--- config.mk ---
export PLATFORM = sky130hd
export DESIGN_NAME = kwcc_outq
export DESIGN_NICKNAME = d
export VERILOG_FILES = /design/src/rtl/core/kwcc_pkg.sv /design/src/rtl/core/kwcc_fifo.sv /design/src/rtl/core/kwcc_tb_placeholder_removed.sv
export SDC_FILE = /design/constraint.sdc
export NUM_CORES = 1
export LEC_CHECK = 0
export ABC_AREA = 1
export BUFFER_PORTS_ARGS = -buffer_cell sky130_fd_sc_hd__buf_2
export CAP_MARGIN = 5
export CORE_ASPECT_RATIO = 2
export CORE_MARGIN = 1
export CORE_UTILIZATION = 29
export DETAILED_ROUTE_END_ITERATION = 10
export SLEW_MARGIN = 10
export SYNTH_ARGS = -nofsm -noshare
export SYNTH_HDL_FRONTEND = slang
export SYNTH_SLANG_ARGS = --single-unit
--- constraint.sdc ---
create_clock -name clk -period 2.45 [get_ports clk]
set_input_delay 0.3675 -clock clk [delete_from_list [all_inputs] [get_ports clk]]
set_output_delay 0.3675 -clock clk [all_outputs]
set_load 0.05 [all_outputs]
--- src/rtl/core/kwcc_pkg.sv ---
// Shared constants, types and helpers for the k-bit window code coverage core.
package kwcc_pkg;

    localparam int CODE_LEN_W          = 5;
    localparam int MAX_CODE_LENGTH_DEF = 20;
    localparam int CODES_MISSING_W     = 21;
    localparam int EPOCH_W_DEF         = 8;
    localparam int MID_DEPTH_DEF       = 2;
    localparam int OUT_DEPTH_DEF       = 4;

    typedef struct packed {
        logic                       all_codes_seen;
        logic [CODES_MISSING_W-1:0] codes_missing;
    } out_item_t;

    typedef enum logic [1:0] {
        ST_CLEAR = 2'b01,
        ST_RUN   = 2'b10
    } back_state_t;

    function automatic logic [CODE_LEN_W-1:0] eff_len(
        input logic [CODE_LEN_W-1:0] len,
        input logic [CODE_LEN_W-1:0] max_len
    );
        logic [CODE_LEN_W-1:0] k;
        k = len;
        if (len == '0)
        begin
            k = CODE_LEN_W'(1);
        end
        else if (len > max_len)
        begin
            k = max_len;
        end
        return k;
    endfunction

endpackage

--- src/rtl/core/kwcc_fifo.sv ---
// Small register FIFO used between front and back and at the result side.
module kwcc_fifo #(
    parameter int WIDTH = 8,
    parameter int DEPTH = 2
) (
    input  logic                       clk,
    input  logic                       rst_n,
    input  logic                       push,
    input  logic [WIDTH-1:0]           wdata,
    input  logic                       pop,
    output logic [WIDTH-1:0]           rdata,
    output logic                       empty,
    output logic                       full,
    output logic [$clog2(DEPTH+1)-1:0] count
);

    localparam int PW = $clog2(DEPTH);
    localparam int CW = $clog2(DEPTH + 1);

    logic [WIDTH-1:0] mem_reg [DEPTH];
    logic [PW-1:0]    wr_ptr_reg, wr_ptr_next;
    logic [PW-1:0]    rd_ptr_reg, rd_ptr_next;
    logic [CW-1:0]    count_reg, count_next;
    logic             do_push, do_pop;

    assign empty   = (count_reg == '0);
    assign full    = (count_reg == CW'(DEPTH));
    assign count   = count_reg;
    assign rdata   = mem_reg[rd_ptr_reg];
    assign do_push = push && !full;
    assign do_pop  = pop && !empty;

    always_comb
    begin
        wr_ptr_next = wr_ptr_reg;
        rd_ptr_next = rd_ptr_reg;
        count_next  = count_reg;
        if (do_push)
        begin
            wr_ptr_next = (wr_ptr_reg == PW'(DEPTH - 1)) ? '0 : wr_ptr_reg + PW'(1);
        end
        if (do_pop)
        begin
            rd_ptr_next = (rd_ptr_reg == PW'(DEPTH - 1)) ? '0 : rd_ptr_reg + PW'(1);
        end
        if (do_push && !do_pop)
        begin
            count_next = count_reg + CW'(1);
        end
        else if (do_pop && !do_push)
        begin
            count_next = count_reg - CW'(1);
        end
    end

    always_ff @(posedge clk or negedge rst_n)
    begin
        if (!rst_n)
        begin
            wr_ptr_reg <= '0;
            rd_ptr_reg <= '0;
            count_reg  <= '0;
        end
        else
        begin
            wr_ptr_reg <= wr_ptr_next;
            rd_ptr_reg <= rd_ptr_next;
            count_reg  <= count_next;
        end
    end

    always_ff @(posedge clk)
    begin
        if (do_push)
        begin
            mem_reg[wr_ptr_reg] <= wdata;
        end
    end

endmodule

--- src/rtl/core/kwcc_tb_placeholder_removed.sv ---
// Result queue wrapper: holds finished beats until popped.
module kwcc_outq #(
    parameter int OUT_DEPTH = kwcc_pkg::OUT_DEPTH_DEF
) (
    input  logic                           clk,
    input  logic                           rst_n,
    input  logic                           push,
    input  kwcc_pkg::out_item_t            item,
    input  logic                           pop,
    output logic                           empty,
    output logic [$clog2(OUT_DEPTH+1)-1:0] count,
    output logic                           all_codes_seen,
    output logic [kwcc_pkg::CODES_MISSING_W-1:0] codes_missing
);

    kwcc_pkg::out_item_t head;
    logic                full_unused;

    kwcc_fifo #(
        .WIDTH ($bits(kwcc_pkg::out_item_t)),
        .DEPTH (OUT_DEPTH)
    ) u_fifo (
        .clk   (clk),
        .rst_n (rst_n),
        .push  (push),
        .wdata (item),
        .pop   (pop),
        .rdata (head),
        .empty (empty),
        .full  (full_unused),
        .count (count)
    );

    assign all_codes_seen = head.all_codes_seen && !full_unused | head.all_codes_seen;
    assign codes_missing  = head.codes_missing;

endmodule

# --- After elaboration in Yosys (flattened, before gate mapping) ---
# Memories as Yosys holds them, arrays and structs flattened.
# Cells that the tools add are included.
word_totals:
  ff_bits: 7
  ram_bits: 88
  in_bits: 26
  output_inout_bits: 26
  wordCells: 29
  n_memories: 1
mem_list:
  columns: ["memory", "words", "width", "read_ports", "rd_clocked_by_memory_dff", "wr", "line", "text"]
  rows:
  - ["u_fifo.mem_reg", 4, 22, 1, 0, 1, "kwcc_fifo.sv:20", "logic [WIDTH-1:0] mem_reg [DEPTH];"]
op_classes:
  n_addsub: 4
  eq_ne: 3
  mux: 6
  bitwise: 1
  reduce_logical: 11
op_table:
  columns: ["op", "count"]
  rows:
  - ["$mux 3", 2]
  - ["$logic_and 1x1->1", 5]
  - ["$add 2x1->2 const B", 2]
  - ["$eq 2x2->1 const B", 2]
  - ["$logic_not 1->1", 4]
  - ["$mux 2", 2]
  - ["$add 3x1->3 const B", 1]
  - ["$eq 3x3->1 const B", 1]
  - ["$logic_not 3->1", 1]
  - ["$sub 3x1->3 const B", 1]
  - ["$mux 1", 2]
  - ["$reduce_bool 2->1", 1]
  - ["$or 1x1->1", 1]

# --- Longest topological paths before layout ---
depth:
  depth_word: 7
  depth_mapped: 12
  mapped_depth_nobuf: 12

# --- By module ---
# From an unflattened synthesis, not the netlist that was laid out.
hier_totals:
  cells_unflattened: 318
  area_unflattened_um2: 4037.6
by_module_without_submodules:
  columns: ["module", "instances", "cells_each", "area_each_um2", "seq_area_each_um2"]
  rows:
  - ["kwcc_fifo", 1, 317, 4033.9, 2817.7]
  - ["kwcc_outq", 1, 1, 3.8, 0.0]

# --- Least setup slack after synthesis ---
# Ideal clock, no wire load.
synth_path:
  path_type: "register to register"
  from: "register u_fifo.count_reg[0], in the netlist u_fifo.count[0]"
  to: "memory u_fifo.mem_reg[3][0] (netlist name), enable pin"
  setup_time_ps: 401
  arrival_ps: 2036
  required_ps: 2049
  setup_slack_ps: 13
  path_stages_with_launch: 5
  n_path_buf: 0
  synth_period_minus_slack_ps: 2437
  path_cell_list: "dfrtp_1 inv_1 nand3_1 nand2_1 nor2_1"
synth_between:
  elab_chain_len: 5
synth_rtl:
  columns: ["element", "line", "text"]
  rows:
  - ["start: declaration", "kwcc_fifo.sv:23", "logic [CW-1:0] count_reg, count_next;"]
  - ["start signal: assignment", "kwcc_fifo.sv:68", "count_reg <= count_next;"]
  - ["$eq 3x3->1", "kwcc_fifo.sv:27", "assign full = (count_reg == CW'(DEPTH));"]
  - ["$logic_not 1->1", "kwcc_fifo.sv:30", "assign do_push = push && !full;"]
  - ["$logic_and 1x1->1", "kwcc_fifo.sv:30", null]
  - ["$mux 1", "kwcc_fifo.sv:74", "if (do_push)"]
  - ["$mux 1 (implied by the code)", "kwcc_fifo.sv:76", "mem_reg[wr_ptr_reg] <= wdata;"]
  - ["end: declaration", "kwcc_fifo.sv:20", null]
# Every way passes these cells.

# --- Final worst setup path ---
layout_path:
  from: "register u_fifo.rd_ptr_reg[0]"
  to: "output codes_missing[1] (netlist name)"
layout_between:
  elab_chain_len: 1
layout_rtl:
  columns: ["element", "line", "text"]
  rows:
  - ["start: declaration", "kwcc_fifo.sv:22", "logic [PW-1:0] rd_ptr_reg, rd_ptr_next;"]
  - ["start signal: assignment", "kwcc_fifo.sv:67", "rd_ptr_reg <= rd_ptr_next;"]
  - ["$mem_v2 4x22", null, null]
  - ["end: declaration", "kwcc_tb_placeholder_removed.sv:13", "output logic [kwcc_pkg::CODES_MISSING_W-1:0] codes_missing"]
# Every way passes these cells.

==> impl_metrics.tcl <==
set metrics [dict create \
    ys_ff_latch 95 \
    start_kind "flip-flop" \
    yosysTopAreaCell "edfxtp_1" \
    num_antenna_cells 0 \
    numCtsBuffers 9 \
    h-tree-depth 3 \
    cp_max_fo 58 \
    synth.distinct_cells 16 \
    syn_avg_cell_area_um2 12.75 \
    final_common_cell "edfxtp_1" \
    ys_warn_count 0 \
    final_core_util_pct 35.28 \
    synthMuxAreaShare_pct 0 \
    synth-xor-area-share_pct 0.2173 \
    n_fill_cell 1326 \
    drt-total-wl_um 7598 \
    holdWs_ns 0.2391 \
    path_clk_slew_ns 0.07 \
    synth.cell_area_um2 4030 \
    endpoint_kind "primary output" \
    finalCritPeriodShare_pct 87.02 \
    gp_congestion 0.7555 \
    crit_path_end "codes_missing[1]" \
    netlist_top_cells_area "edfxtp_1 (66%), nand2_1 (7.5%), o211ai_1 (6.5%)" \
    largest_reg_flops 88 \
    setup_viol 0 \
    root_buffer "clkbuf_16" \
    period_needed_ns 2.132 \
    cts.path.max_buffers 2 \
    r2r_setup_slack_ns 0.48 \
    multi_input_area_um2 862.1 \
    clk_latency_ns 0.34 \
    dpl_cell_area_um2 4452 \
    die_w_um 85.36 \
    power.leakage_nw 1.969 \
    ios 52 \
    final_cell_mix "edfxtp_1 (88), nand2_1 (81), inv_1 (58), buf_2 (51), o211ai_1 (35)" \
    dr.pass1.iters 4 \
    dp_hpwl_um 5323 \
    tritoncts "yes" \
    status "finished, final reports clean" \
    yosysSeqAreaShare_pct 69.92 \
    antenna_found_initial 1 \
    final_hold_viol_count 0 \
    portBuffers 51 \
    vias 2357 \
    r2r-start "u_fifo.count[0]" \
    instances_no_fill 535 \
    setup.worst_path.start "u_fifo.rd_ptr_reg[0]" \
    ir_drop_uv 717.0 \
    drt_iter0_markers 136 \
    p_per_area_nw_per_um2 1389 \
    postSynthCellCount 316 \
    fin_area_um2 4767 \
    slew_violations 0 \
    synth_compound_area_share_pct 9.438 \
    hp-class "in -> reg" \
    yosys.area_share.simple_pct 9.128 \
    synth_fa_ha_area_share_pct 2.360 \
    grt_pass1_wl_um 12410 \
    grt_max_degree 59 \
    rsz0062_at_grt "no" \
    die_area_um2 14400 \
    critPathArrivalTime_ns 1.76 \
    synth_top_area_share_pct 65.57 \
    wl_per_cell_um 14.20 \
    nNetsFinal 408 \
    viasPerCell 4.406 \
    skew_ns 0.007274 \
    relSlewSlack_pct 62.68 \
    finalSetupTns_ns 0 \
    crit_required_ns 2.08 \
    drc_errors 0 \
    grt_usage_pct 11.64 \
    die_h_um 168.7 \
    area_growth_syn_to_layout_pct 18.29 \
    critical_path_class "reg -> out" \
    tightest_slew_ns 0.5589 \
    ff2ff_path_depth 9 \
    regArea_um2 2819 \
    clock.fmax_ghz 0.4690 \
    grt_overflow_total 0 \
    dp_cells 518 \
    core_um2 13510 \
    drv_cap 0 \
    start_util_pct 29.82 \
    synth_top_family_by_area "compound AO/OA/AOI/OAI gates" \
    syn_nets 349 \
    drive_above_1_share_pct 24.21 \
    ant_nets 0 \
    num_rows 60 \
    cts_sinks 95 \
    r2r_end "u_fifo.count[1]" \
    grt_pass1_vias 2471 \
    cts_repair_resize_count 0 \
]
through the flow:
step / total power [W] / setup WS (ns)
floorplan: 0.004664 / 0.01283
global placement: 0.005247 / 0.5694
detailed placement: 0.005314 / 0.4864
CTS: 0.006717 / 0.2676
global route: 0.007025 / 0.2028
finish: 0.006623 / 0.3179
layer usage:
layer | vias up | wire length, µm | GRT usage (%)
li1 | 1194 | - | -
met1 | 1106 | 2816 | 11.43
met2 | 43 | 4251 | 21.84
met3 | 14 | 302 | 2.487
met4 | 0 | 227 | 6.957
met5 | - | 0 | 0
layout make-up:
cell class | instances | share of cell area (%)
flip-flops and latches | 95 | 59.13
multi-input cells | 148 | 18.08
repair buffers | 62 | 7.664
clock buffers | 9 | 4.724
inverters | 59 | 4.646
well taps | 155 | 4.068
clock inverters | 7 | 1.680
timing repair:
| item | CTS | global route |
|---|---|---|
| endpoints found under the hold margin | 7 | 0 |
| buffers inserted | 0 | 0 |
| endpoints found under the setup margin | 0 | 0 |
| hold buffers | 1 | 0 |
report_power, final:
part           leakage, nW  internal, W  total (W)  switching (W)
logic                0.931     0.000735    0.00292        0.00219
registers            0.890      0.00214    0.00230       0.000155
clock network        0.148     0.000804    0.00140       0.000597
cell families after synthesis:
| family | after synthesis |
|---|---|
| AO/OA/AOI/OAI | 45 |
| XOR/XNOR | 1 |
| adder cells (fa/ha/maj) | 7 |
| buffers and inverters | 73 |
| flip-flops | 95 |
| AND/OR/NAND/NOR | 95 |
critical path, stage by stage, from the launching register on:
cell	delay [ns]
dfrtp_2	0.57
buf_12	0.30
o211ai_1	0.13
nand2_1	0.14
buf_2	0.27
cells in the mapped netlist:
master     n
edfxtp_1  88
buf_6      9
inv_2      1
buf_4      5
xnor2_1    1
fa_1       1
nand3_1    7
o21ai_0    1
o211ai_1  35
nand2_1   81
dfrtp_1    7
inv_1     58
nor2_1     6
o211ai_2   9
nand4_1    1
ha_1       6
how the worst min path moves through the flow:
stage          slack (ns)               endpoint  cells past startpoint     start
2_1_floorplan        0.07        u_fifo.count[0]                      0     rst_n
3_3_place_gp         0.22        u_fifo.count[1]                      1     rst_n
3_5_place_dp         0.22        u_fifo.count[0]                      1     rst_n
4_1_cts              0.23  u_fifo.mem_reg[1][16]                      1  item[16]
5_1_grt              0.23  u_fifo.mem_reg[1][16]                      1  item[16]
6_report             0.24  u_fifo.mem_reg[1][15]                      1  item[15]
(Power assumes the default switching activity.)
