$ cat src/rtl/core/kwcc_fifo.sv
// Small register FIFO used between front and back and at the result side.
module kwcc_fifo #(
    parameter int WIDTH = 8,
    parameter int DEPTH = 2
) (
    input  logic                       clk,
    input  logic                       rst_n,
    input  logic                       push,
    input  logic [WIDTH-1:0]           wdata,
    input  logic                       pop,
    output logic [WIDTH-1:0]           rdata,
    output logic                       empty,
    output logic                       full,
    output logic [$clog2(DEPTH+1)-1:0] count
);

    localparam int PW = $clog2(DEPTH);
    localparam int CW = $clog2(DEPTH + 1);

    logic [WIDTH-1:0] mem_reg [DEPTH];
    logic [PW-1:0]    wr_ptr_reg, wr_ptr_next;
    logic [PW-1:0]    rd_ptr_reg, rd_ptr_next;
    logic [CW-1:0]    count_reg, count_next;
    logic             do_push, do_pop;

    assign empty   = (count_reg == '0);
    assign full    = (count_reg == CW'(DEPTH));
    assign count   = count_reg;
    assign rdata   = mem_reg[rd_ptr_reg];
    assign do_push = push && !full;
    assign do_pop  = pop && !empty;

    always_comb
    begin
        wr_ptr_next = wr_ptr_reg;
        rd_ptr_next = rd_ptr_reg;
        count_next  = count_reg;
        if (do_push)
        begin
            wr_ptr_next = (wr_ptr_reg == PW'(DEPTH - 1)) ? '0 : wr_ptr_reg + PW'(1);
        end
        if (do_pop)
        begin
            rd_ptr_next = (rd_ptr_reg == PW'(DEPTH - 1)) ? '0 : rd_ptr_reg + PW'(1);
        end
        if (do_push && !do_pop)
        begin
            count_next = count_reg + CW'(1);
        end
        else if (do_pop && !do_push)
        begin
            count_next = count_reg - CW'(1);
        end
    end

    always_ff @(posedge clk or negedge rst_n)
    begin
        if (!rst_n)
        begin
            wr_ptr_reg <= '0;
            rd_ptr_reg <= '0;
            count_reg  <= '0;
        end
        else
        begin
            wr_ptr_reg <= wr_ptr_next;
            rd_ptr_reg <= rd_ptr_next;
            count_reg  <= count_next;
        end
    end

    always_ff @(posedge clk)
    begin
        if (do_push)
        begin
            mem_reg[wr_ptr_reg] <= wdata;
        end
    end

endmodule

$ cat config.mk
export PLATFORM = sky130hd
export DESIGN_NAME = kwcc_fifo
export DESIGN_NICKNAME = d
export VERILOG_FILES = /design/src/rtl/core/kwcc_fifo.sv
export SDC_FILE = /design/constraint.sdc
export NUM_CORES = 1
export LEC_CHECK = 0
export ABC_CLOCK_PERIOD_IN_PS = 1800
export BUFFER_PORTS_ARGS = -buffer_cell sky130_fd_sc_hd__buf_2
export CAP_MARGIN = 10
export CORE_MARGIN = 5
export CORE_UTILIZATION = 51
export CTS_BUF_LIST = sky130_fd_sc_hd__clkbuf_4 sky130_fd_sc_hd__clkbuf_8
export CTS_CLUSTER_SIZE = 30
export DETAILED_ROUTE_END_ITERATION = 6
export PLACE_DENSITY = 0.8
export SLEW_MARGIN = 20
export SYNTH_ARGS = -nofsm -noshare
export SYNTH_HDL_FRONTEND = slang
export SYNTH_SLANG_ARGS = --single-unit
$ cat constraint.sdc
create_clock -name clk -period 1.8 [get_ports clk]
set_input_delay 0.18 -clock clk [delete_from_list [all_inputs] [get_ports clk]]
set_output_delay 0.18 -clock clk [all_outputs]
set_load 0.02 [all_outputs]
== Yosys cells after proc, flatten, opt, wreduce, memory -nomap -nowiden ==
Memory sizes are Yosys's and may differ from the RTL's.
Index checks and enable logic that the tools add are counted.

* Register bits: 4
* Bits in latches: 0
* Memory bits (writable): 16
* ROM bits: 0
* Input port bits: 12
* Output and inout bits: 12
* Logic and storage cells: 25
* Memories: 1

* Add/sub/neg operators: 4
* $mul: 0
* Divide/modulo/power cells: 0
* Magnitude comparators: 0
* Equal/unequal tests: 1
* Shifts and indexed selects: 0
* Multiplexer cells: 6
* Bitwise operators: 0
* Reductions and logical operators: 10

{| class="wikitable"
|+ Memory list
! memory !! depth !! width !! rd ports !! clocked after Yosys merged registers in !! wr ports !! line !! RTL
|-
| mem_reg || 2 || 8 || 1 || 0 || 1 || 20 || <nowiki>logic [WIDTH-1:0] mem_reg [DEPTH];</nowiki>
|}

{| class="wikitable"
|+ Operator list
! operator !! count
|-
| 1-bit logical AND || 4
|-
| 1-bit zero test || 4
|-
| 1-bit two-way mux || 4
|-
| 2-bit two-way mux || 2
|-
| 1-bit adder (second input constant) || 2
|-
| 2-bit by 1-bit adder with 2-bit output (second input constant) || 1
|-
| 2-bit equality test (second input constant) || 1
|-
| 2-bit zero test || 1
|-
| 2-bit nonzero test || 1
|-
| 2-bit by 1-bit subtractor with 2-bit output (second input constant) || 1
|}

== Depth between registers and ports, before layout ==
Gate-level depths: netlist of the first run.

* Depth in word-level cells: 7
* Mapped depth: 7
* Gate-level depth less buffers: 7

== Worst setup path before layout of the first run ==
Ideal clock, no wire load.

* Path kind: register -> register
* From: register count_reg[0], in the netlist count[0]
* To: memory mem_reg[0][0], enable pin
* Setup time: 0.370 ns
* Data arrival time: 1.155 ns
* Path slack: 0.274 ns
* Cell stages (with the launch flop): 4
* Clock period less this slack: 1.526 ns
* Cells stage by stage: dfrtp_1 -> nand2b_1 -> nand2_2 -> nor2_1

* Word-level cells in the longest chain between the ends: 5

{| class="wikitable"
|+ Ends and longest elaborated chain
! what !! line !! RTL
|-
| start, declared || 23 || <nowiki>logic [CW-1:0] count_reg, count_next;</nowiki>
|-
| start signal, assigned || 68 || <nowiki>count_reg <= count_next;</nowiki>
|-
| 2-bit equality test || 27 || <nowiki>assign full = (count_reg == CW'(DEPTH));</nowiki>
|-
| 1-bit zero test || 30 || <nowiki>assign do_push = push && !full;</nowiki>
|-
| 1-bit logical AND || 30 ||
|-
| 1-bit two-way mux || 74 || <nowiki>if (do_push)</nowiki>
|-
| 1-bit two-way mux (not written as such) || 76 || <nowiki>mem_reg[wr_ptr_reg] <= wdata;</nowiki>
|-
| end, declared || 20 ||
|}

No other way between the ends.

== Final worst setup path of the first run ==
* From: register rd_ptr_reg
* To: output port rdata[7]

* Word-level cells in the longest chain between the ends: 1

{| class="wikitable"
|+ Ends and longest elaborated chain
! what !! line !! RTL
|-
| start, declared || 22 || <nowiki>logic [PW-1:0] rd_ptr_reg, rd_ptr_next;</nowiki>
|-
| start signal, assigned || 67 || <nowiki>rd_ptr_reg <= rd_ptr_next;</nowiki>
|-
| memory read 2 x 8 bit || n/a ||
|-
| end, declared || 11 || <nowiki>output logic [WIDTH-1:0] rdata,</nowiki>
|}

No other way between the ends.

==> metrics, run 1 <==
status completed; Detail Placement HPWL 924 um; grt total ovfl 0; DR pass1 iterations 2; Fmax 623 MHz; Die Y 49.0 um; Mapped Cells 44; Synth Register Bits 20; post-layout min period 1600 ps; final worst-path cycle share 89.1%; Yosys Warn Count 0; largest family of logic cells by synthesized area multiplexers; # diodes 0; Least-Margin Pin Slew 399 ps; worst-case clock buffer depth 2; post-synthesis net count 57; WL/cell 13.6 um; # DRC 0; clk sinks 20; CTS tree built; cts repair resizes 0; vias in the first global route 445; Final Max Slew Viols 0; Synth top area share 62.0%; peak supply drop 0.808 mV; Worst EP arrival 1420 ps; Critical Path RT 1620 ps; GPL Wtd Cong 0.689; first-pass GRT wire length 2050 um; utilization after layout 65.1%; final worst slack 196 ps; Design Power 1590 uW; Die W 49.0 um; Max-slew headroom 73.4%; Power Density 1660 nW/um^2; Root Buffer clkbuf_4; Startpoint Class flip-flop; initial antenna violation count 0; Compound-Gate Fraction of Synth Area 0.646%; mean post-synth cell area 17.6 um^2; post-synthesis adder-cell area fraction 1.62%; Non-Filler Instances 88; core footprint 1470 um^2; CTS buffer count 3; mapped cell area 774 um^2; row count 14; max-cap viol count 0; Final Setup Violations 0; post-synth cell types 14; # H-tree levels 1; Leak Pwr 0.000407 uW; Cells after DPL 83; TNS Setup 0 ps; Clk Latency, worst-skew pair 290 ps; Starting Density 52.6%; final hold violation count 0; Port Buf Inserts 23; xor and xnor fraction of the mapped netlist area 5.65%; first-iteration detailed-routing DRC count 1; nets 86; I/O pin count 24; largest net degree at the start of global routing 12; DR vias 431; clock slew at reported path FFs 110 ps; mux contribution to synthesized area 11.6%; post-synth top area cell edfxtp_1; Detail Route Antenna Nets 0; share of cells above drive strength 1 41.7%; clk_skew 7.70 ps; Worst Setup End Kind output port; post-synthesis sequential area ratio 75.0%; vias per inst 4.90; unrepaired setup endpoints after global routing no; gr usage total 11.2%; die area 2400 um^2; Hold Path Class in2reg; max reg flops 16; kind of critical path reg2out; Post-Synth Simple-Gate Area 3.88%; pre-CTS setup slack 306 ps; final WL 1200 um; Worst Path Max Fanout 9; Area Growth Syn to Fin 23.7%; Synth area leaders edfxtp_1, dfrtp_1, mux2_1, xnor2_1, xor2_1
layout by cell type (no fill, tap or decap):
| cell type | n |
|---|---|
| nand2b_1 | 1 |
| ha_1 | 1 |
| mux2_1 | 7 |
| buf_4 | 1 |
| nand2_2 | 1 |
| o21ai_1 | 1 |
| nor2_1 | 3 |
| dfrtp_1 | 4 |
| dlygate4sd3_1 | 1 |
| clkbuf_8 | 1 |
| edfxtp_1 | 16 |
| xnor2_1 | 3 |
| buf_2 | 23 |
| inv_1 | 2 |
| xor2_1 | 2 |
| and3_1 | 1 |
| clkbuf_4 | 3 |
| mux2_2 | 1 |
where the power goes:
group / total (uW) / switching (uW) / internal (uW)
Combinational: 592 / 341 / 251
Sequential: 748 / 102 / 646
Clock: 248 / 125 / 123
Total: 1590 / 569 / 1020
kinds of logic (layout without fill, tap and decap cells):
kind of cell,after synthesis,in the layout
flip-flops,20,20
multiplexers,8,8
AND/OR/NAND/NOR,6,6
XOR/XNOR,5,5
buffers and inverters,3,31
adder cells (fa/ha/maj),1,1
AO/OA/AOI/OAI,1,1
critical path, cell delays in order (launching register included):
cell and delay (ps):
dfrtp_1 600, mux2_2 380, buf_2 160
Yosys cell counts:
cell type,number
and3_1,1
buf_2,1
dfrtp_1,4
edfxtp_1,16
ha_1,1
inv_1,2
mux2_1,7
mux2_2,1
nand2_2,1
nand2b_1,1
nor2_1,3
o21ai_1,1
xnor2_1,3
xor2_1,2
stage by stage:
step / hold WS (ps) / cell area [um^2]
6_report: 72.7 / 958
3_3_place_gp: -7.72 / 912
5_1_grt: 53.7 / 958
4_1_cts: 63.5 / 958
3_5_place_dp: -9.94 / 912
2_1_floorplan: -116 / 774
routing by layer:
layer  share of wire, %  track usage (%)
met3                7.3             3.06
met4                2.3             9.42
met1                 43             14.2
met5                  0                0
met2                 47             15.7
final timing paths:
kind / from / endpoint / slack, ps / cells after the start
max: rd_ptr_reg / rdata[7] / 200 / 2
min: wdata[7] / mem_reg[1][7] / 70 / 1
max reg2reg: count[0] / count[1] / 310 / 6
min reg2reg: wr_ptr_reg / wr_ptr_reg / 500 / 1
max in group asynchronous: rst_n / count[1] / 1490 / 2
min in group asynchronous: rst_n / wr_ptr_reg / 200 / 2
repair_timing:
| action | in CTS | in global routing |
|---|---|---|
| buffers inserted | 0 | 0 |
| setup endpoints to repair | 0 | 0 |
| hold buffers | 1 | 0 |
| hold endpoints to repair | 4 | 0 |
final cells by class:
class                   instances  area, um^2
repair buffers                 25         133
flip-flops and latches         20         581
well taps                      16        20.0
fillers                       121         513
inverters                       2        7.51
clock buffers                   4        36.3
multi-input cells              21         181
Power figures use the tool's default switching activity.
==> inputs of run 2 (changes only) <==
Settings changed: REMOVE_ABC_BUFFERS set to 1.
==> run 2 against run 1 <==
Against the previous run:
- clock skew decreased by 2.6 ps
- sequential share of layout area decreased by 1.0 points
- setup slack improved by 6.9 ps
- register-to-register slack about the same
- clock-buffer cell count decreased by 1
- worst hold slack got worse by 9.1 ps
- clock power increased by 44%
- die area unchanged
- critical path depth unchanged
- first-iteration DRC count increased to 5.0 times the previous value
- flip-flop and latch count unchanged
- sequential power about the same
- critical path type unchanged
- critical endpoint unchanged
==> metrics, run 2 (same netlist as run 1, synthesis figures left out) <==
Flop pwr share 43.6% (-3.5 points); most frequent cells in the layout buf_2, edfxtp_1, mux2_1; placed instance area 912 um^2 (unchanged); first-iteration detailed-routing DRC count 5 (+4); Root Buffer clkbuf_4; reg2reg start count[0]; Least-Margin Pin Slew 390 ps (-9.08 ps); grt total ovfl 0 (unchanged); clock slew at reported path FFs 110 ps (about the same); status completed; # H-tree levels 1 (unchanged); number of cells on the worst reg-to-reg path 6 (unchanged); Cells after DPL 83 (unchanged); GPL Wtd Cong 0.722 (+4.9%); vias in the first global route 462 (+3.8%); I/O pin count 24 (unchanged); Worst Path Max Fanout 9 (unchanged); CP max stage cell dfrtp_1; Leak Pwr 0.000414 uW (+1.7%); cell area after layout 975 um^2 (+1.7%); DR pass1 iterations 4 (+2); Starting Density 52.6% (unchanged); first-pass GRT wire length 2120 um (+3.4%); vias per inst 5.05 (+3.0%); final hold violation count 0 (unchanged); final WL 1260 um (+4.8%); max-cap viol count 0 (unchanged); CP top delay family flip-flops; share of cells above drive strength 1 41.7% (unchanged); nets 86 (unchanged); Die Y 49.0 um (unchanged); peak supply drop 0.938 mV (+16%); Worst Setup End Kind output port; Hold Crit Start wdata[3]; final worst slack 203 ps (+6.86 ps); Worst EP arrival 1420 ps (about the same); reg2reg setup slack 320 ps (about the same); clk_skew 5.09 ps (-2.61 ps); Fillers 107 (-12%); switching pwr 584 uW (+2.6%); CTS tree built; Clk Latency, worst-skew pair 290 ps (about the same); worst-case clock buffer depth 2 (unchanged); Critical Path RT 1620 ps (about the same); Detail Route Antenna Nets 0 (unchanged); most common cell after layout, fill and taps aside buf_2; sw frac 34.2% (-1.6 points); largest net degree at the start of global routing 13 (+1); clock group share of total power 20.9% (+5.3 points); die area 2400 um^2 (unchanged); CTS buffer count 3 (unchanged); DR vias 444 (+3.0%); reg2reg end count[1]; Hold Path End mem_reg[0][3]; Non-Filler Instances 88 (unchanged); initial antenna violation count 0 (unchanged); Max-slew headroom 74.0% (+0.61 points); max incr delay on CP 590 ps (about the same); P_int 1120 uW (+10%); Fmax 626 MHz (+0.43%); max reg flops 16 (unchanged); Design Power 1710 uW (+7.4%); row count 14 (unchanged); gr usage total 11.5% (+0.31 points); # DRC 0 (unchanged); WP buf/inv 1 (unchanged); WL/cell 14.3 um (+4.8%); final worst-path cycle share 88.7% (-0.38 points); clk sinks 20 (unchanged); kind of critical path reg2out; hold depth 1 (unchanged); pre-CTS setup slack 327 ps (+21.7 ps); Startpoint Class flip-flop; Power Density 1750 nW/um^2 (+5.6%); unrepaired setup endpoints after global routing no; Area Growth Syn to Fin 25.8%; post-layout min period 1600 ps (-6.86 ps); TNS Setup 0 ps (unchanged); Hold Path Class in2reg; worst path cell trace mux2_2 -> buf_2; # diodes 0 (unchanged); Die W 49.0 um (unchanged); Comb pwr share 35.5% (-1.8 points); Port Buf Inserts 23 (unchanged); Final Setup Violations 0 (unchanged); Final Max Slew Viols 0 (unchanged); core footprint 1470 um^2 (unchanged)
## run 2: metrics by stage
step	hold slack [ps]	util [%]
3_5_place_dp	-8.21	62.0
6_report	63.6	66.2
2_1_floorplan	-116	-
4_1_cts	51.9	66.2
3_3_place_gp	-8.70	62.0
5_1_grt	38.7	66.2
## run 2: final cells by class
| cell class | count | area [um^2] | area share [%] |
|---|---|---|---|
| sequential | 20 | 581 | 59.6 |
| clock inverter | 1 | 30.0 | 3.08 |
| timing repair buffer | 25 | 133 | 13.6 |
| clock buffer | 3 | 22.5 | 2.31 |
| inverter | 2 | 7.51 | 0.770 |
| tap | 16 | 20.0 | 2.05 |
| multi-input combinational | 21 | 181 | 18.6 |
## run 2: how the worst max path moves through the flow
| stage | end | depth (start not counted) | slack [ps] | start |
|---|---|---|---|---|
| floorplan | mem_reg[0][0] | 3 | 270 | count[0] |
| global placement | count[1] | 6 | 380 | count[0] |
| detailed placement | count[1] | 6 | 330 | count[0] |
| CTS | rdata[7] | 2 | 150 | rd_ptr_reg |
| global route | rdata[7] | 2 | 100 | rd_ptr_reg |
| finish | rdata[7] | 2 | 200 | rd_ptr_reg |
## run 2: layer usage
metal	GRT usage [%]	wire (um)	up-vias
li1	-	-	216
met5	0	0	-
met3	3.36	64	0
met4	4.04	0	0
met2	19.8	673	11
met1	13.5	517	217
## run 2: power by group through the flow
stage | sequential (uW) | combinational, uW | clock (uW)
finish | 745 | 606 | 356
global route | 770 | 655 | 391
CTS | 751 | 618 | 364
detailed placement | 760 | 613 | 0
global placement | 751 | 599 | 0
floorplan | 764 | 393 | 0
## run 2: repair_timing
item / in CTS / in global routing
hold endpoints to repair: 4 / 0
buffers inserted: 0 / 0
hold buffers: 1 / 0
setup endpoints to repair: 0 / 0
gates resized for setup: 0 / 0
==> inputs of run 3 (changes only) <==
Settings changed: ABC_AREA set to 1, CORE_UTILIZATION 51 to 52.
==> run 3 against run 2 <==
Against the previous run:
- core utilization increased by 2.1 points
- synthesized cell count increased by 66%
- sequential power decreased by 0.5%
- sequential share of layout area decreased by 3.2 points
- die area increased by 4.0%
- cell area increased by 5.6%
- routed wire length increased by 22%
- critical path type unchanged
==> metrics, run 3 <==
count leader, synth nand2_1; I/O pin count 24 (unchanged); Die Y 49.9 um (+2.0%); reg2reg setup slack 380 ps (+60 ps); Starting Density 55.1% (+2.4 points); CP max stage cell dfrtp_1; Hold Worst Slack 62.7 ps (-0.898 ps); Yosys Warn Count 0 (unchanged); kind of critical path reg2out; WL/cell 13.1 um (-8.1%); final worst-path cycle share 84.2% (-4.5 points); CTS buffer count 3 (unchanged); Post-synth EDFFs 16 (unchanged); most common cell after layout, fill and taps aside nand2_1; Worst Setup End Kind output port; Synth area leaders edfxtp_1, nand2_1, dfrtp_1, inv_1, nand3b_4; Fillers 129 (+21%); die area 2490 um^2 (+4.0%); largest net degree at the start of global routing 13 (unchanged); # H-tree levels 1 (unchanged); Startpoint Class flip-flop; worst path cell trace inv_2 -> nand2_1 -> nand2_1 -> buf_2; Clk Latency, worst-skew pair 300 ps (about the same); async set-reset flop share out of synthesis 20.0% (unchanged); max incr delay on CP 510 ps (-80 ps); Synth Register Bits 20 (unchanged); post-synth cell types 16 (+2); first-pass GRT wire length 2690 um (+27%); core footprint 1510 um^2 (+2.4%); multi-input logic area 214 um^2 (+18%); CTS tree built; Reg area 581 um^2 (unchanged); CP top delay family flip-flops; Mapped Cells 73 (+66%); TNS Setup 0 ps (unchanged); Post-synth top flop edfxtp_1; row count 14 (unchanged); Leak Pwr 0.000503 uW (+22%); Critical Path RT 1620 ps (about the same); Detail Placement HPWL 1140 um; Synth top area share 57.9% (-4.1 points); worst-case clock buffer depth 2 (unchanged); Hold Path Class in2reg; post-CTS setup buffers 0 (unchanged); status completed; Final Max Slew Viols 0 (unchanged); mean post-synth cell area 11.4 um^2 (-35%); DR vias 588 (+32%); Power Density 1780 nW/um^2 (+1.7%); # DRC 0 (unchanged); Detail Route Antenna Nets 0 (unchanged); Design Power 1830 uW (+7.4%); Fmax 660 MHz (+5.4%); vias in the first global route 592 (+28%); GPL Wtd Cong 0.798 (+11%); WP buf/inv 2 (+1); final hold violation count 0 (unchanged); max-cap viol count 0 (unchanged); vias per inst 5.03 (-0.39%); max reg flops 16 (unchanged); clock slew at reported path FFs 110 ps (about the same); Max-slew headroom 78.0% (+4.0 points); mapped cell area 830 um^2 (+7.1%); post-layout min period 1520 ps (-81.3 ps); first-iteration detailed-routing DRC count 3 (-2); post-synthesis sequential area ratio 70.0% (-5.0 points); DR pass1 iterations 4 (unchanged); initial antenna violation count 0 (unchanged); gr usage total 14.6% (+3.1 points); most instantiated cells after synthesis nand2_1, edfxtp_1, inv_1, dfrtp_1; Worst Path Max Fanout 10 (+1); Port Buf Inserts 23 (unchanged); Worst EP arrival 1340 ps (-80 ps); share of cells above drive strength 1 33.7% (-8.0 points); clk sinks 20 (unchanged); most frequent cells in the layout nand2_1, buf_2, edfxtp_1; utilization after layout 68.4% (+2.1 points); unrepaired setup endpoints after global routing no; nets 115 (+34%); Root Buffer clkbuf_4; Final Setup Violations 0 (unchanged); post-synth top area cell edfxtp_1; clk_skew 2.45 ps (-2.64 ps); Area Growth Syn to Fin 24.1%; grt total ovfl 0 (unchanged); peak supply drop 1.05 mV (+12%); Most Frequent Cell on Critical Path nand2_1; final WL 1530 um (+22%); Least-Margin Pin Slew 330 ps (-60.0 ps); Die W 49.9 um (+2.0%); # diodes 0 (unchanged)
[run 3: cell count changes after synthesis, sizes merged, moves of 2 or more]
cell,change
xor2,-2
nand2,+32
mux2,-8
xnor2,-2
inv,+6
[run 3: metal layers]
layer,vias up,GRT usage [%],part of all wire [%]
met3,6,5.72,5.6
met2,15,25.2,52
met5,-,0,0
met4,0,5.24,2.3
li1,294,-,-
met1,273,16.0,40
[run 3: logic make-up after synthesis]
logic type	Yosys count	synth area share [%]
xor+xnor	1	1.06
fa+ha+maj	1	1.51
simple gates	40	22.0
flops	20	70.0
buf+inv	9	4.22
compound gates	2	1.21
[run 3: what timing repair did]
item,in CTS,in global routing
gates resized for setup,0,0
hold buffers,1,0
hold endpoints to repair,4,0
[run 3: path summary, 6_finish.rpt]
kind,from,endpoint,cells past startpoint
max in group asynchronous,rst_n,rd_ptr_reg,2
worst min-delay path,wdata[4],mem_reg[1][4],1
worst min register to register,wr_ptr_reg,wr_ptr_reg,2
worst max register to register,count[0],count[1],7
worst max-delay path,rd_ptr_reg,rdata[1],4
min in group asynchronous,rst_n,wr_ptr_reg,2
[run 3: through the flow]
stage | setup WS (ps) | instance area (um^2) | std cells
3_5_place_dp | 405 | 967 | 112
4_1_cts | 252 | 1030 | 117
5_1_grt | 119 | 1030 | 117
6_report | 284 | 1030 | 117
3_3_place_gp | 462 | 967 | 112
2_1_floorplan | 239 | 825 | 72
[run 3: final cells by class]
| type | instances | area share, % |
|---|---|---|
| Sequential cell | 20 | 56.4 |
| Multi-Input combinational cell | 44 | 20.8 |
| Timing Repair Buffer | 25 | 12.9 |
| Clock inverter | 1 | 2.92 |
| Inverter | 8 | 2.92 |
| Clock buffer | 3 | 2.19 |
| Tap cell | 16 | 1.94 |
[run 3: where the power goes]
part	internal [uW]	leakage [uW]	total, uW	switching (uW)
Clock	225	0.0000279	362	137
Combinational	250	0.000278	730	480
Sequential	642	0.000197	741	99.6
