## src/rtl/core/kwcc_pkg.sv

```systemverilog
// Shared constants, types and helpers for the k-bit window code coverage core.
package kwcc_pkg;

    localparam int CODE_LEN_W          = 5;
    localparam int MAX_CODE_LENGTH_DEF = 20;
    localparam int CODES_MISSING_W     = 21;
    localparam int EPOCH_W_DEF         = 8;
    localparam int MID_DEPTH_DEF       = 2;
    localparam int OUT_DEPTH_DEF       = 4;

    typedef struct packed {
        logic                       all_codes_seen;
        logic [CODES_MISSING_W-1:0] codes_missing;
    } out_item_t;

    typedef enum logic [1:0] {
        ST_CLEAR = 2'b01,
        ST_RUN   = 2'b10
    } back_state_t;

    function automatic logic [CODE_LEN_W-1:0] eff_len(
        input logic [CODE_LEN_W-1:0] len,
        input logic [CODE_LEN_W-1:0] max_len
    );
        logic [CODE_LEN_W-1:0] k;
        k = len;
        if (len == '0)
        begin
            k = CODE_LEN_W'(1);
        end
        else if (len > max_len)
        begin
            k = max_len;
        end
        return k;
    endfunction

endpackage

```

## src/rtl/core/kwcc_front.sv

```systemverilog
// Front end: shifts bits into the window and classifies each beat.
module kwcc_front #(
    parameter int MAX_CODE_LENGTH = kwcc_pkg::MAX_CODE_LENGTH_DEF
) (
    input  logic                            clk,
    input  logic                            rst_n,
    input  logic                            accept,
    input  logic                            bit_value,
    input  logic                            string_start,
    input  logic                            cfg_we,
    input  logic [kwcc_pkg::CODE_LEN_W-1:0] k,
    output logic [MAX_CODE_LENGTH+1:0]      item
);

    localparam int IDX_W = MAX_CODE_LENGTH;
    localparam int LW    = kwcc_pkg::CODE_LEN_W;

    logic [IDX_W-1:0] window_reg, window_next;
    logic [LW-1:0]    cnt_reg, cnt_next;
    logic             force_reg, force_next;
    logic             start;
    logic [IDX_W-1:0] mask, win_base, win_new;
    logic [LW-1:0]    cnt_base, cnt_new;
    logic             counted;

    always_comb
    begin
        start    = string_start || force_reg;
        mask     = ~({IDX_W{1'b1}} << k);
        win_base = start ? '0 : window_reg;
        win_new  = ((win_base << 1) | IDX_W'(bit_value)) & mask;
        cnt_base = start ? '0 : cnt_reg;
        cnt_new  = (cnt_base < k) ? cnt_base + LW'(1) : cnt_base;
        counted  = (cnt_new >= k);
        item     = {start, counted, win_new};

        window_next = window_reg;
        cnt_next    = cnt_reg;
        force_next  = force_reg;
        if (cfg_we)
        begin
            window_next = '0;
            cnt_next    = '0;
            force_next  = 1'b1;
        end
        else if (accept)
        begin
            window_next = win_new;
            cnt_next    = cnt_new;
            force_next  = 1'b0;
        end
    end

    always_ff @(posedge clk or negedge rst_n)
    begin
        if (!rst_n)
        begin
            window_reg <= '0;
            cnt_reg    <= '0;
            force_reg  <= 1'b1;
        end
        else
        begin
            window_reg <= window_next;
            cnt_reg    <= cnt_next;
            force_reg  <= force_next;
        end
    end

endmodule

```

## config.mk

```make
export PLATFORM = sky130hd
export DESIGN_NAME = kwcc_front
export DESIGN_NICKNAME = d
export VERILOG_FILES = /design/src/rtl/core/kwcc_pkg.sv /design/src/rtl/core/kwcc_front.sv
export SDC_FILE = /design/constraint.sdc
export NUM_CORES = 1
export LEC_CHECK = 0
export ABC_AREA = 1
export BUFFER_PORTS_ARGS = -buffer_cell sky130_fd_sc_hd__buf_2
export CORE_ASPECT_RATIO = 1.4
export CORE_MARGIN = 4
export CORE_UTILIZATION = 45
export CTS_CLUSTER_SIZE = 8
export DETAILED_ROUTE_END_ITERATION = 8
export GPL_TIMING_DRIVEN = 0
export HOLD_SLACK_MARGIN = 0.15
export PLACE_DENSITY = 0.65
export SLEW_MARGIN = 20
export SYNTH_ARGS = -nofsm -noshare
export SYNTH_HDL_FRONTEND = slang
export SYNTH_SLANG_ARGS = --single-unit
```

## constraint.sdc

```tcl
create_clock -name clk -period 3.91 [get_ports clk]
set_clock_uncertainty 0.15 [all_clocks]
set_input_delay 0.1955 -clock clk [delete_from_list [all_inputs] [get_ports clk]]
set_output_delay 0.1955 -clock clk [all_outputs]
set_load 0.1 [all_outputs]
```

; ---- Word-level counts from Yosys, hierarchy flattened
; Cells that the tools add are included.
[totals]
regBits = 25
elab_cells = 21
in_bits = 11
out_inout_bits = 22
[classes]
n_reduce_logical = 2
order_cmp = 2
muxes = 9
addsub = 1
bitwise_logic = 3
shift = 1
[op_table]
columns = operator, count
row1 = 19-bit 2-to-1 mux, 3
row2 = 20-bit AND, 1
row3 = 5-bit 2-to-1 mux, 4
row4 = 20-bit inverter, 1
row5 = 20-bit by 1-bit OR with 20-bit output, 1
row6 = "20-bit by 5-bit << shifter with 20-bit output, first input constant", 1
row7 = "5-bit by 1-bit adder with 5-bit output, second input constant", 1
row8 = 5-bit >= comparator, 1
row9 = 5-bit < comparator, 1
row10 = 1-bit 2-to-1 mux, 2
row11 = 2-bit nonzero test, 1
row12 = 1-bit logical OR, 1

; ---- Logic depth before layout (Yosys ltp)
; Gate-level depths: netlist of run 1.
[logic_depth]
ltp_word = 6
mapped_depth = 19

; ---- Worst setup path after synthesis of run 1
; No wires, ideal clock.
[synth_timing]
path_type = register -> register
startpoint = register force_reg
endpoint = register window_reg[1]
stages_incl_launch_ff = 6
setup_slack_ns = 0.380
required_time_ns = 3.680
t_arrival_ns = 3.300
cell_sequence = dfstp_2 > nor2_4 > buf_6 > inv_2 > a211oi_1 > a22o_1
[synth_via]
elab_chain_len = 6
[synth_rtl]
columns = item, line
row1 = start: declaration, kwcc_front.sv:20  ; logic force_reg, force_next;
row2 = start signal: assignment, kwcc_front.sv:66  ; force_reg <= force_next;
row3 = 1-bit logical OR, kwcc_front.sv:28  ; start = string_start || force_reg;
row4 = named net start, kwcc_front.sv:21  ; logic start;
row5 = 19-bit 2-to-1 mux, kwcc_front.sv:30  ; win_base = start ? '0 : window_reg;
row6 = 20-bit by 1-bit OR with 20-bit output, kwcc_front.sv:31  ; win_new = ((win_base << 1) | IDX_W'(bit_value)) & mask;
row7 = 20-bit AND, kwcc_front.sv:31
row8 = named net item[1], kwcc_front.sv:12  ; output logic [MAX_CODE_LENGTH+1:0] item
row9 = 19-bit 2-to-1 mux, kwcc_front.sv:46  ; else if (accept)
row10 = 19-bit 2-to-1 mux, kwcc_front.sv:40  ; if (cfg_we)
row11 = end signal: assignment, kwcc_front.sv:64  ; window_reg <= window_next;
row12 = end: declaration, kwcc_front.sv:18  ; logic [IDX_W-1:0] window_reg, window_next;
; The timed path passes the listed nets, and every way through them passes these cells. The select of a mux whose other input is x is not followed.
; A chain may end at the register's enable or synchronous reset.

; ---- Worst setup path after layout of run 1
[layout_timing]
startpoint = register force_reg
endpoint = output item[20]
[layout_via]
elab_chain_len = 5
[layout_rtl]
columns = item, line
row1 = 1-bit logical OR (*), kwcc_front.sv:28
row2 = 5-bit 2-to-1 mux (*), kwcc_front.sv:32  ; cnt_base = start ? '0 : cnt_reg;
row3 = 5-bit by 1-bit adder with 5-bit output or 5-bit < comparator (tied branches), kwcc_front.sv:33  ; cnt_new = (cnt_base < k) ? cnt_base + LW'(1) : cnt_base;
row4 = 5-bit 2-to-1 mux (*), kwcc_front.sv:33
row5 = 5-bit >= comparator (*), kwcc_front.sv:34  ; counted = (cnt_new >= k);
row6 = end: declaration, kwcc_front.sv:12
; Every way passes the cells marked *; elsewhere a longest branch is shown, timed or not.

==> summary.md, run 1 <==
| Metric | Value |
|---|---|
| Starting Density | `0.475` |
| Post-synthesis sequential area ratio | `0.383` |
| Total Nets Final | `280` |
| CTS Root Cell | `clkbuf_8` |
| Routed Antenna Nets | `0` |
| Setup violators final | `0` |
| Outcome | `completed` |
| Vias per cell | `~5` |
| Switching power | `roughly 0.16 mW` |
| Largest net degree at the start of global routing | `26` |
| Htree depth | `1` |
| Worst path slowest cell | `dfstp_2` |
| Post-CTS setup buffer count | `0` |
| Slew @ Worst Pin | `about 0.57 ns` |
| Yosys synthesis warning count | `0` |
| Synth cell types | `31` |
| Fmax | `between 0.2 and 0.3 GHz` |
| Clk pin slew, worst setup/hold paths | `0.09 ns` |
| GRT Residual Overflow | `0` |
| Syn nets | `240` |
| Via Count | `~1.5k` |
| Layout cells sized above 1 | `0.219` |
| Die area | `0.00468 mm2` |
| Core ar. | `approximately 0.0034 mm2` |
| Hold Worst Slack | `roughly 0.22 ns` |
| Post-Place Cell Area | `roughly 0.0018 mm2` |
| Most crowded layer after global routing | `met2` |
| Internal power | `between 0.3 and 0.4 mW` |
| RSZ-0062 raised after global routing | `no` |
| Finished Core Util | `0.561` |
| R2R setup slack | `roughly 1.8 ns` |
| DRT Pass-1 Iters | `4` |
| Drt total wl | `approximately 4000 um` |
| Slew margin rel. | `0.622` |
| Highest-count cells in the layout ignoring fill and taps | `nand2_1, inv_1, buf_2, dfrtp_1, nand3_1` |
| Tot GR Track Use | `0.188` |
| Fill cells | `approximately 350` |
| I/O Buffers | `32` |
| Tightest Hold Check Type | `input port to register` |
| Final period util | `0.920` |
| Kind of critical path | `register to output port` |
| Initial antenna violation count | `0` |
| CTS tree | `done` |
| Synthesized area | `~0.0016 mm2` |
| Net Sw Frac | `0.305` |
| Residual DRC | `0` |
| Seq pwr share | `0.511` |
| Die W | `59.0 um` |
| Clk_lat worst skew | `0.27 ns` |
| DRT iter0 DRCs | `43` |
| Setup crit start | `force_reg` |
| Largest fanout on the critical path | `10` |
| Max-Cap Viols | `0` |
| Met3 usage | `0.0163` |
| Vias in the first global route | `1,475` |
| Max reg flops | `19` |
| Worst-path cell chain | `nor2_4 > buf_6 > nand2_1 > inv_1 > ha_1 > a21oi_2 > nand3_1 > and2_1 > ha_1 > a21oi_1 > o21bai_1 > a21oi_1 > o21bai_1 > buf_4 > clkbuf_4` |
| Worst EP arrival | `3.25 ns` |
| Rows | `25` |
| Crit path max-delay family | `compound AO/OA/AOI/OAI gates` |
| P_leak | `around 1.2 nW` |
| Die H | `roughly 80 um` |
| Post-Syn Instances | `221` |
| VDD IR max | `between 150 and 200 uV` |
| Number of diodes | `0` |
| RR Startpoint | `force_reg` |
| Final Hold Viols | `0` |
| Top Ports | `33` |
| Mean routed wirelength per cell | `13.4 um` |
| Count of pins over their slew limit | `0` |
| Bufs and invs on worst path | `4` |
| Global-route wire length before repair | `around 6700 um` |
| Met1 usage in global routing | `0.229` |
| M2 GR Usage | `0.330` |
| Post-Layout Inst Area | `between 0.0015 and 0.002 mm2` |
| Power per Cell Area | `270 mW/mm2` |
| Post-route minimum period | `roughly 3.6 ns` |
| Clock power share | `0.305` |
| Worst setup EP type | `output port` |
| Hold path startpoint | `string_start` |
| Detail Placement HPWL | `3090 um` |
| Commonest non-fill, non-tap cell in the layout | `nand2_1` |
| Setup total negative slack | `0 ns` |
| Synth-to-Final Area Change | `18.1%` |
| GPL Wtd Cong | `0.851` |
| Flops & latches, synth | `25` |
| Maximum clock insertion buffer count | `2` |
| Clock Sinks | `25` |
| Comb pwr share | `0.184` |
| CP max stage delay | `0.56 ns` |
| TritonCTS Buffers | `3` |
| CP required | `around 3.6 ns` |
| Synthesized area per cell | `between 7 and 8 um2` |
| CP startpoint kind | `register` |
## power groups by stage
stage               Clock (mW)  Sequential [mW]  Combinational, mW
finish                   0.159            0.266             0.0960
global route             0.173            0.266              0.107
CTS                      0.161            0.266             0.0957
detailed placement           0            0.271             0.0931
global placement             0            0.271             0.0929
floorplan                    0            0.270             0.0641
## final timing paths
path / to / cells after the start
max: item[20] / 15
max reg2reg: cnt_reg[4] / 9
min in group asynchronous: window_reg[10] / 2
max in group asynchronous: force_reg / 2
min reg2reg: window_reg[6] / 2
min: cnt_reg[0] / 6
## worst register-to-register path, cell delays in order (launching register included)
cell and delay, ns:
dfstp_2 0.56, nor2_4 0.05, buf_6 0.14, nand2_1 0.10
inv_1 0.07, ha_1 0.30, a21oi_2 0.32, nand3_1 0.16
nand3_1 0.12, nand2_1 0.05
## synthesized netlist by cell type (all sizes together)
master | n | area [um2]
nand2 | 59 | 249
a21o | 1 | 7.51
nor2 | 15 | 76.3
buf | 5 | 36.3
inv | 46 | 173
o21bai | 2 | 15.0
o22ai | 5 | 31.3
xor2 | 1 | 8.76
nor3 | 2 | 10.0
o21ai | 16 | 80.1
and2 | 1 | 6.26
nand4 | 1 | 6.26
ha | 8 | 100
dfrtp | 24 | 601
a22o | 3 | 26.3
o211ai | 3 | 22.5
a211oi | 2 | 15.0
a21oi | 5 | 36.3
clkbuf | 1 | 3.75
nand3 | 20 | 105
dfstp | 1 | 26.3
## cell families after synthesis
kind of cell               Yosys count  synth area share
DFF                                 25             0.383
adders and majority gates            8            0.0612
buffers and inverters               52             0.130
AOI/OAI and AO/OA                   37             0.143
xor gates and xnor gates             1           0.00536
and+or+nand+nor                     98             0.277
## area by class of cell
cell class	instances	area [um2]	share of cell area
plain buffers	6	40.0	0.0207
clock buffers	3	41.3	0.0214
clock inverters	1	7.51	0.00389
inverters	46	173	0.0894
multi-input cells	144	800	0.414
flip-flops and latches	25	627	0.325
well taps	40	50.0	0.0259
repair buffers	35	193	0.0998
## per-layer routing
metal,up-vias,part of all wire
li1,783,-
met1,691,0.41
met2,28,0.54
met3,4,0.035
met4,0,0.015
met5,-,0
## stage by stage
stage | worst slack, ns | power (mW) | cells
final | 0.313 | 0.521 | 300
after floorplan | 0.380 | 0.334 | 221
after global placement | 0.378 | 0.364 | 293
after CTS | 0.0326 | 0.522 | 300
after global routing | 0.0292 | 0.547 | 300
after detailed placement | 0.335 | 0.364 | 293
## what timing repair did
| action | 4_1_cts | 5_1_grt |
|---|---|---|
| hold endpoints to repair | 27 | 0 |
| gates resized for setup | 0 | 2 |
| hold buffers | 3 | 0 |
| endpoints found under the setup margin | 0 | 1 |
Power figures use the tool's default switching activity.
==> run 2, diff against run 1 <==
--- a/config.mk
+++ b/config.mk
@@ -5,16 +5,15 @@
 export SDC_FILE = /design/constraint.sdc
 export NUM_CORES = 1
 export LEC_CHECK = 0
-export ABC_AREA = 1
+export ABC_AREA = 0
 export BUFFER_PORTS_ARGS = -buffer_cell sky130_fd_sc_hd__buf_2
 export CORE_ASPECT_RATIO = 1.4
 export CORE_MARGIN = 4
-export CORE_UTILIZATION = 45
+export CORE_UTILIZATION = 30
 export CTS_CLUSTER_SIZE = 8
 export DETAILED_ROUTE_END_ITERATION = 8
 export GPL_TIMING_DRIVEN = 0
-export HOLD_SLACK_MARGIN = 0.15
-export PLACE_DENSITY = 0.65
+export PLACE_DENSITY = 0.47
 export SLEW_MARGIN = 20
 export SYNTH_ARGS = -nofsm -noshare
 export SYNTH_HDL_FRONTEND = slang
==> summary.md, run 2 <==
| Metric | Value |
|---|---|
| Outcome | `completed` |
| Setup crit end | `item[20]` |
| Post-synth EDFFs | `0` |
| Final period util | `0.951` |
| Internal power | `~0.36 mW` |
| Synth-to-Final Area Change | `21.4%` |
| Count of pins over their slew limit | `0` |
| CTS tree | `done` |
| Global-route wire length before repair | `around 8000 um` |
| Detail Placement HPWL | `around 3700 um` |
| Stages on the worst setup path | `14` |
| RR Startpoint | `force_reg` |
| Vias per cell | `slightly above 5` |
| Starting Density | `0.310` |
| Worst EP arrival | `3.37 ns` |
| Number of diodes | `0` |
| Drt total wl | `approximately 4900 um` |
| Die W | `around 70 um` |
| Synthesized-area fraction occupied by adder cells | `0.0584` |
| VDD IR max | `~140 uV` |
| DP Cell Count | `292` |
| Simple-Gate Fraction of Synth Area | `0.215` |
| CP required | `3.56 ns` |
| Maximum clock insertion buffer count | `2` |
| I/O Buffers | `29` |
| CP startpoint kind | `register` |
| Core ar. | `between 0.005 and 0.006 mm2` |
| Initial antenna violation count | `0` |
| Comb pwr share | `0.174` |
| Seq pwr share | `0.516` |
| Mux share of post-synthesis cell area | `0.0934` |
| Final instance count without filler cells | `around 300` |
| Post-route minimum period | `about 3.7 ns` |
| Synth area leaders | `dfrtp_1, mux2i_1, ha_1` |
| Bufs and invs on worst path | `3` |
| Ys flop type | `dfrtp_1` |
| Slew @ Worst Pin | `around 0.8 ns` |
| Htree depth | `1` |
| Worst-path cell chain | `buf_4 > or3b_1 > a22oi_2 > o2111ai_2 > and2_4 > xnor2_2 > ha_1 > nand2b_1 > a21o_1 > a21o_1 > a21o_1 > a21o_1 > buf_4 > buf_6` |
| Largest family of logic cells by synthesized area | `simple AND/OR/NAND/NOR gates` |
| Synthesized area per cell | `roughly 8.8 um2` |
| TritonCTS Buffers | `3` |
| R2R setup slack | `1.61 ns` |
| Yosys synthesis warning count | `0` |
| Max reg flops | `19` |
| Slew margin rel. | `0.465` |
| Tot GR Track Use | `0.150` |
| Most common library cells after synthesis | `dfrtp_1, nor2_1, nand2_1` |
| Top cell type's share of synthesized area | `0.350` |
| Post-synthesis sequential area ratio | `0.366` |
| Vias in the first global route | `between 1.5k and 2k` |
| Top Ports | `33` |
| Yosys top cell by area | `dfrtp_1` |
| Worst setup EP type | `output port` |
| GPL Wtd Cong | `~0.86` |
| DRT iter0 DRCs | `roughly 120` |
| Total Nets Final | `253` |
| Post-Syn Instances | `just under 200` |
| Fmax | `between 0.2 and 0.3 GHz` |
| Setup WS pre-CTS | `-0.314 ns` |
| Layout cells sized above 1 | `0.240` |
| Setup crit start | `force_reg` |
| Clk pin slew, worst setup/hold paths | `around 0.090 ns` |
| R2r endpoint | `cnt_reg[3]` |
| Largest fanout on the critical path | `4` |
| RSZ-0062 raised after global routing | `no` |
| GRT Residual Overflow | `0` |
| Compound-Gate Fraction of Synth Area | `0.188` |
| Clock power share | `0.310` |
| Die H | `97.4 um` |
| Switching power | `between 0.15 and 0.2 mW` |
| Xor and xnor area share after synthesis | `0.0153` |
| Worst path slowest cell | `or3b_1` |
| Highest-count cells in the layout ignoring fill and taps | `buf_2, dfrtp_1, nor2_1, nand2_1, mux2i_1` |
| Async SR Flop Fraction | `1.00` |
| Kind of critical path | `register to output port` |
| Max-Cap Viols | `0` |
| Net Sw Frac | `0.297` |
| Flops & latches, synth | `25` |
| Setup violators final | `0` |
| Final worst slack | `0.191 ns` |
| Mean routed wirelength per cell | `16.4 um` |
| Rows | `32` |
| Die area | `about 0.007 mm2` |
| Largest net degree at the start of global routing | `26` |
| Via Count | `1,556` |
| CP max stage delay | `between 0.4 and 0.5 ns` |
| Syn nets | `between 200 and 250` |
| CP most frequent cell | `a21o_1` |
| Commonest non-fill, non-tap cell in the layout | `buf_2` |
| Final Hold Viols | `0` |
| Tightest Hold Check Type | `input port to register` |
| Synth cell types | `36` |
| Clock Sinks | `25` |
| P_leak | `approximately 1.1 nW` |
| Setup total negative slack | `0 ns` |
| Power per Cell Area | `245 mW/mm2` |
| CTS Root Cell | `clkbuf_8` |
| R2R cell count | `8` |
| Crit path max-delay family | `compound AO/OA/AOI/OAI gates` |
| DRT Pass-1 Iters | `4` |
| Residual DRC | `0` |
| Routed Antenna Nets | `0` |
| Clk_lat worst skew | `around 0.27 ns` |
| Synthesized area | `around 0.0017 mm2` |
| Tot Pwr | `0.510 mW` |
run 2: changes by cell type in the layout (fill, tap and decap cells not counted), moves of 6 or more:
| cell | change |
|---|---|
| inv_1 | -33 |
| nand3_1 | -14 |
| and3_1 | +6 |
| mux2i_1 | +16 |
| nand2_1 | -34 |
| a21oi_1 | +8 |
| o21ai_0 | -6 |
| clkbuf_1 | +7 |
| nor2_1 | +12 |
| o21ai_1 | -6 |
run 2: worst min-delay path by stage:
| stage | start | end | slack (ns) | cells after the start |
|---|---|---|---|---|
| after floorplan | rst_n | cnt_reg[0] | -0.25 | 0 |
| after global routing | bit_value | window_reg[0] | 0.19 | 4 |
| after detailed placement | rst_n | cnt_reg[3] | 0.09 | 1 |
| final | bit_value | window_reg[0] | 0.16 | 4 |
| after global placement | rst_n | cnt_reg[3] | 0.09 | 1 |
| after CTS | bit_value | window_reg[0] | 0.16 | 4 |
run 2: power by group through the flow:
| stage | Clock [mW] | Sequential (mW) | Combinational (mW) |
|---|---|---|---|
| global placement | 0 | 0.269 | 0.0853 |
| detailed placement | 0 | 0.268 | 0.0849 |
| floorplan | 0 | 0.268 | 0.0558 |
| global route | 0.175 | 0.264 | 0.0986 |
| finish | 0.158 | 0.263 | 0.0890 |
| CTS | 0.165 | 0.263 | 0.0895 |
run 2: cell type report:
class,count,area [um2]
flip-flops and latches,25,627
clock inverters,1,5.00
well taps,68,85.1
inverters,11,41.3
clock buffers,3,41.3
fillers,631,3440
plain buffers,13,67.6
repair buffers,35,199
multi-input cells,145,1010
run 2: logic make-up after synthesis:
logic type,count (synthesis)
AOI/OAI and AO/OA,41
xor gates and xnor gates,3
adders and majority gates,8
buffers and inverters,25
DFF,25
muxes,16
and+or+nand+nor,77
run 2: worst min-delay path: cells and delay by family:
family | cells | cell delay, ns
buffers and inverters | 1 | 0.08
and+or+nand+nor | 1 | 0.08
muxes | 1 | 0.07
AOI/OAI and AO/OA | 1 | 0.13
run 2: layer usage:
metal / track usage / vias to the layer above / part of all wire
li1: - / 765 / -
met4: 0.0420 / 0 / 0.013
met5: 0 / - / 0
met2: 0.251 / 39 / 0.50
met1: 0.196 / 748 / 0.44
met3: 0.0238 / 4 / 0.047
run 2: stage by stage:
| stage | util | cell area, um2 | hold slack (ns) |
|---|---|---|---|
| final | 0.377 | 2080 | 0.164 |
| after global routing | 0.377 | 2080 | 0.190 |
| after CTS | 0.369 | 2040 | 0.157 |
| after detailed placement | 0.352 | 1940 | 0.0942 |
| after global placement | 0.352 | 1940 | 0.0940 |
| after floorplan | - | 1710 | -0.250 |
run 2: timing repair:
action	CTS	global route
pin swaps	1	2
buffers inserted	1	4
resized for setup	9	5
setup endpoints to repair	1	1
hold endpoints to repair	24	0
hold buffers	1	0
==> run 3, diff against run 2 <==
==> constraint.sdc (replaced) <==
create_clock -name clk -period 3.85 [get_ports clk]
set_clock_uncertainty 0.15 [all_clocks]
set_input_delay 0.1925 -clock clk [delete_from_list [all_inputs] [get_ports clk]]
set_output_delay 0.1925 -clock clk [all_outputs]
set_load 0.1 [all_outputs]
==> summary.md, run 3 (synthesis gave the netlist of run 2 again) <==
| Metric | Value |
|---|---|
| Met3 usage | `0.0248` |
| Worst setup EP type | `output port` |
| TritonCTS Buffers | `3` |
| Met1 usage in global routing | `0.198` |
| Outcome | `completed` |
| Maximum clock insertion buffer count | `2` |
| Drt total wl | `about 5000 um` |
| Tot GR Track Use | `0.153` |
| DRT Pass-1 Iters | `5` |
| Slew margin rel. | `0.476` |
| Crit path max-delay family | `compound AO/OA/AOI/OAI gates` |
| RSZ-0062 raised after global routing | `no` |
| Largest fanout on the critical path | `10` |
| Finished Core Util | `0.382` |
| Htree depth | `1` |
| I/O Buffers | `29` |
| R2r endpoint | `cnt_reg[4]` |
| Layout cells sized above 1 | `0.247` |
| Vias per cell | `~5.2` |
| Fmax | `around 0.27 GHz` |
| Commonest non-fill, non-tap cell in the layout | `buf_2` |
| Comb pwr share | `0.181` |
| Worst-path cell chain | `nor2_4 > buf_6 > nand2_2 > inv_2 > ha_4 > o2111ai_4 > and2_4 > xnor2_4 > ha_1 > nand2b_1 > a21o_1 > a21o_1 > a21o_1 > a21o_1 > buf_4 > buf_8` |
| Setup crit start | `force_reg` |
| Switching power | `0.156 mW` |
| CP most frequent cell | `a21o_1` |
| CP required | `about 3.5 ns` |
| Clk_lat worst skew | `around 0.27 ns` |
| Hold Worst Slack | `around 0.16 ns` |
| Worst path slowest cell | `dfstp_2` |
| Post-route minimum period | `around 3.7 ns` |
| M2 GR Usage | `0.250` |
| Clk pin slew, worst setup/hold paths | `~0.090 ns` |
| Most crowded layer after global routing | `met2` |
| Clock power share | `0.307` |
| Starting Density | `0.310` |
| Final instance count without filler cells | `between 200 and 300` |
| CTS Root Cell | `clkbuf_8` |
| Setup violators final | `0` |
| Die area | `around 0.007 mm2` |
| Synth-to-Final Area Change | `23.0%` |
| Max reg flops | `19` |
| Stages on the worst setup path | `16` |
| Setup crit end | `item[20]` |
| Seq pwr share | `0.512` |
| Internal power | `approximately 0.37 mW` |
| R2R setup slack | `about 1.6 ns` |
| Kind of critical path | `register to output port` |
| Tightest Hold Check Type | `input port to register` |
| Slew @ Worst Pin | `0.787 ns` |
| Top Ports | `33` |
| GPL Wtd Cong | `about 0.86` |
| DRT iter0 DRCs | `around 110` |
| Total Nets Final | `between 200 and 300` |
| Global-route wire length before repair | `approximately 8300 um` |
| Net Sw Frac | `0.299` |
| Initial antenna violation count | `0` |
| Die H | `97.4 um` |
| Via Count | `1,562` |
| CTS tree | `done` |
| Vias in the first global route | `between 1.5k and 2k` |
| Residual DRC | `0` |
| Largest net degree at the start of global routing | `26` |
| Routed Antenna Nets | `0` |
| Count of pins over their slew limit | `0` |
| Bufs and invs on worst path | `4` |
| Worst EP arrival | `approximately 3.4 ns` |
| Detail Placement HPWL | `roughly 3700 um` |
| VDD IR max | `139 uV` |
| CP startpoint kind | `register` |
| R2R cell count | `9` |
| Final Hold Viols | `0` |
| Number of diodes | `0` |
| Die W | `between 70 and 80 um` |
| Clock Sinks | `25` |
| CP max stage delay | `0.57 ns` |
| RR Startpoint | `force_reg` |
| Max-Cap Viols | `0` |
| GRT Residual Overflow | `0` |
| DP Cell Count | `a little under 300` |
| Mean routed wirelength per cell | `16.8 um` |
| Final period util | `0.961` |
| Power per Cell Area | `248 mW/mm2` |
| Highest-count cells in the layout ignoring fill and taps | `buf_2, dfrtp_1, nor2_1, nand2_1, mux2i_1` |
| P_leak | `approximately 1.1 nW` |
| Core ar. | `0.00553 mm2` |
| Rows | `32` |
==> run 3: repair_timing <==
item	4_1_cts	5_1_grt
endpoints found under the hold margin	24	0
hold buffers	1	0
resized for setup	11	11
endpoints found under the setup margin	1	1
buffers inserted	2	0
pin swaps	1	2
==> run 3: worst min path at each step <==
stage          slack [ns]       endpoint  cells past startpoint      start
3_3_place_gp         0.09     cnt_reg[3]                      1      rst_n
2_1_floorplan       -0.25     cnt_reg[0]                      0      rst_n
4_1_cts              0.15  window_reg[0]                      4  bit_value
6_report             0.16  window_reg[0]                      4  bit_value
5_1_grt              0.19  window_reg[0]                      4  bit_value
3_5_place_dp         0.09     cnt_reg[3]                      1      rst_n
==> run 3: final cells by class <==
cell class | instances | area [um2]
Sequential cell | 25 | 627
Timing Repair Buffer | 32 | 180
Tap cell | 68 | 85.1
Multi-Input combinational cell | 145 | 1050
Inverter | 11 | 41.3
Clock buffer | 3 | 41.3
Buffer | 14 | 78.8
Fill cell | 623 | 3420
Clock inverter | 1 | 5.00
==> run 3: per-layer routing <==
metal / routed length [um] / vias to the layer above
li1: - / 759
met1: 2200 / 748
met2: 2450 / 49
met3: 262 / 6
met4: 104 / 0
met5: 0 / -
==> run 3: worst min-delay path: stages <==
cell     delay [ns]
buf_2          0.08
o21a_1         0.13
mux2i_1        0.07
nor2_1         0.08
==> run 3: power groups by stage <==
stage	Combinational [mW]	Sequential [mW]	Clock, mW
after detailed placement	0.0862	0.273	0
after global placement	0.0867	0.273	0
final	0.0947	0.267	0.160
after global routing	0.104	0.268	0.178
after floorplan	0.0566	0.272	0
after CTS	0.0919	0.267	0.168
==> run 3: per-stage QoR <==
step / cell area (um2) / setup WS (ns) / TNS (ns) / power (mW)
floorplan: 1710 / 0.397 / 0 / 0.329
global placement: 1940 / -0.423 / -0.423 / 0.359
detailed placement: 1940 / -0.371 / -0.371 / 0.359
CTS: 2060 / 0.0252 / 0 / 0.527
global route: 2110 / 0.0142 / 0 / 0.550
finish: 2110 / 0.151 / 0 / 0.523
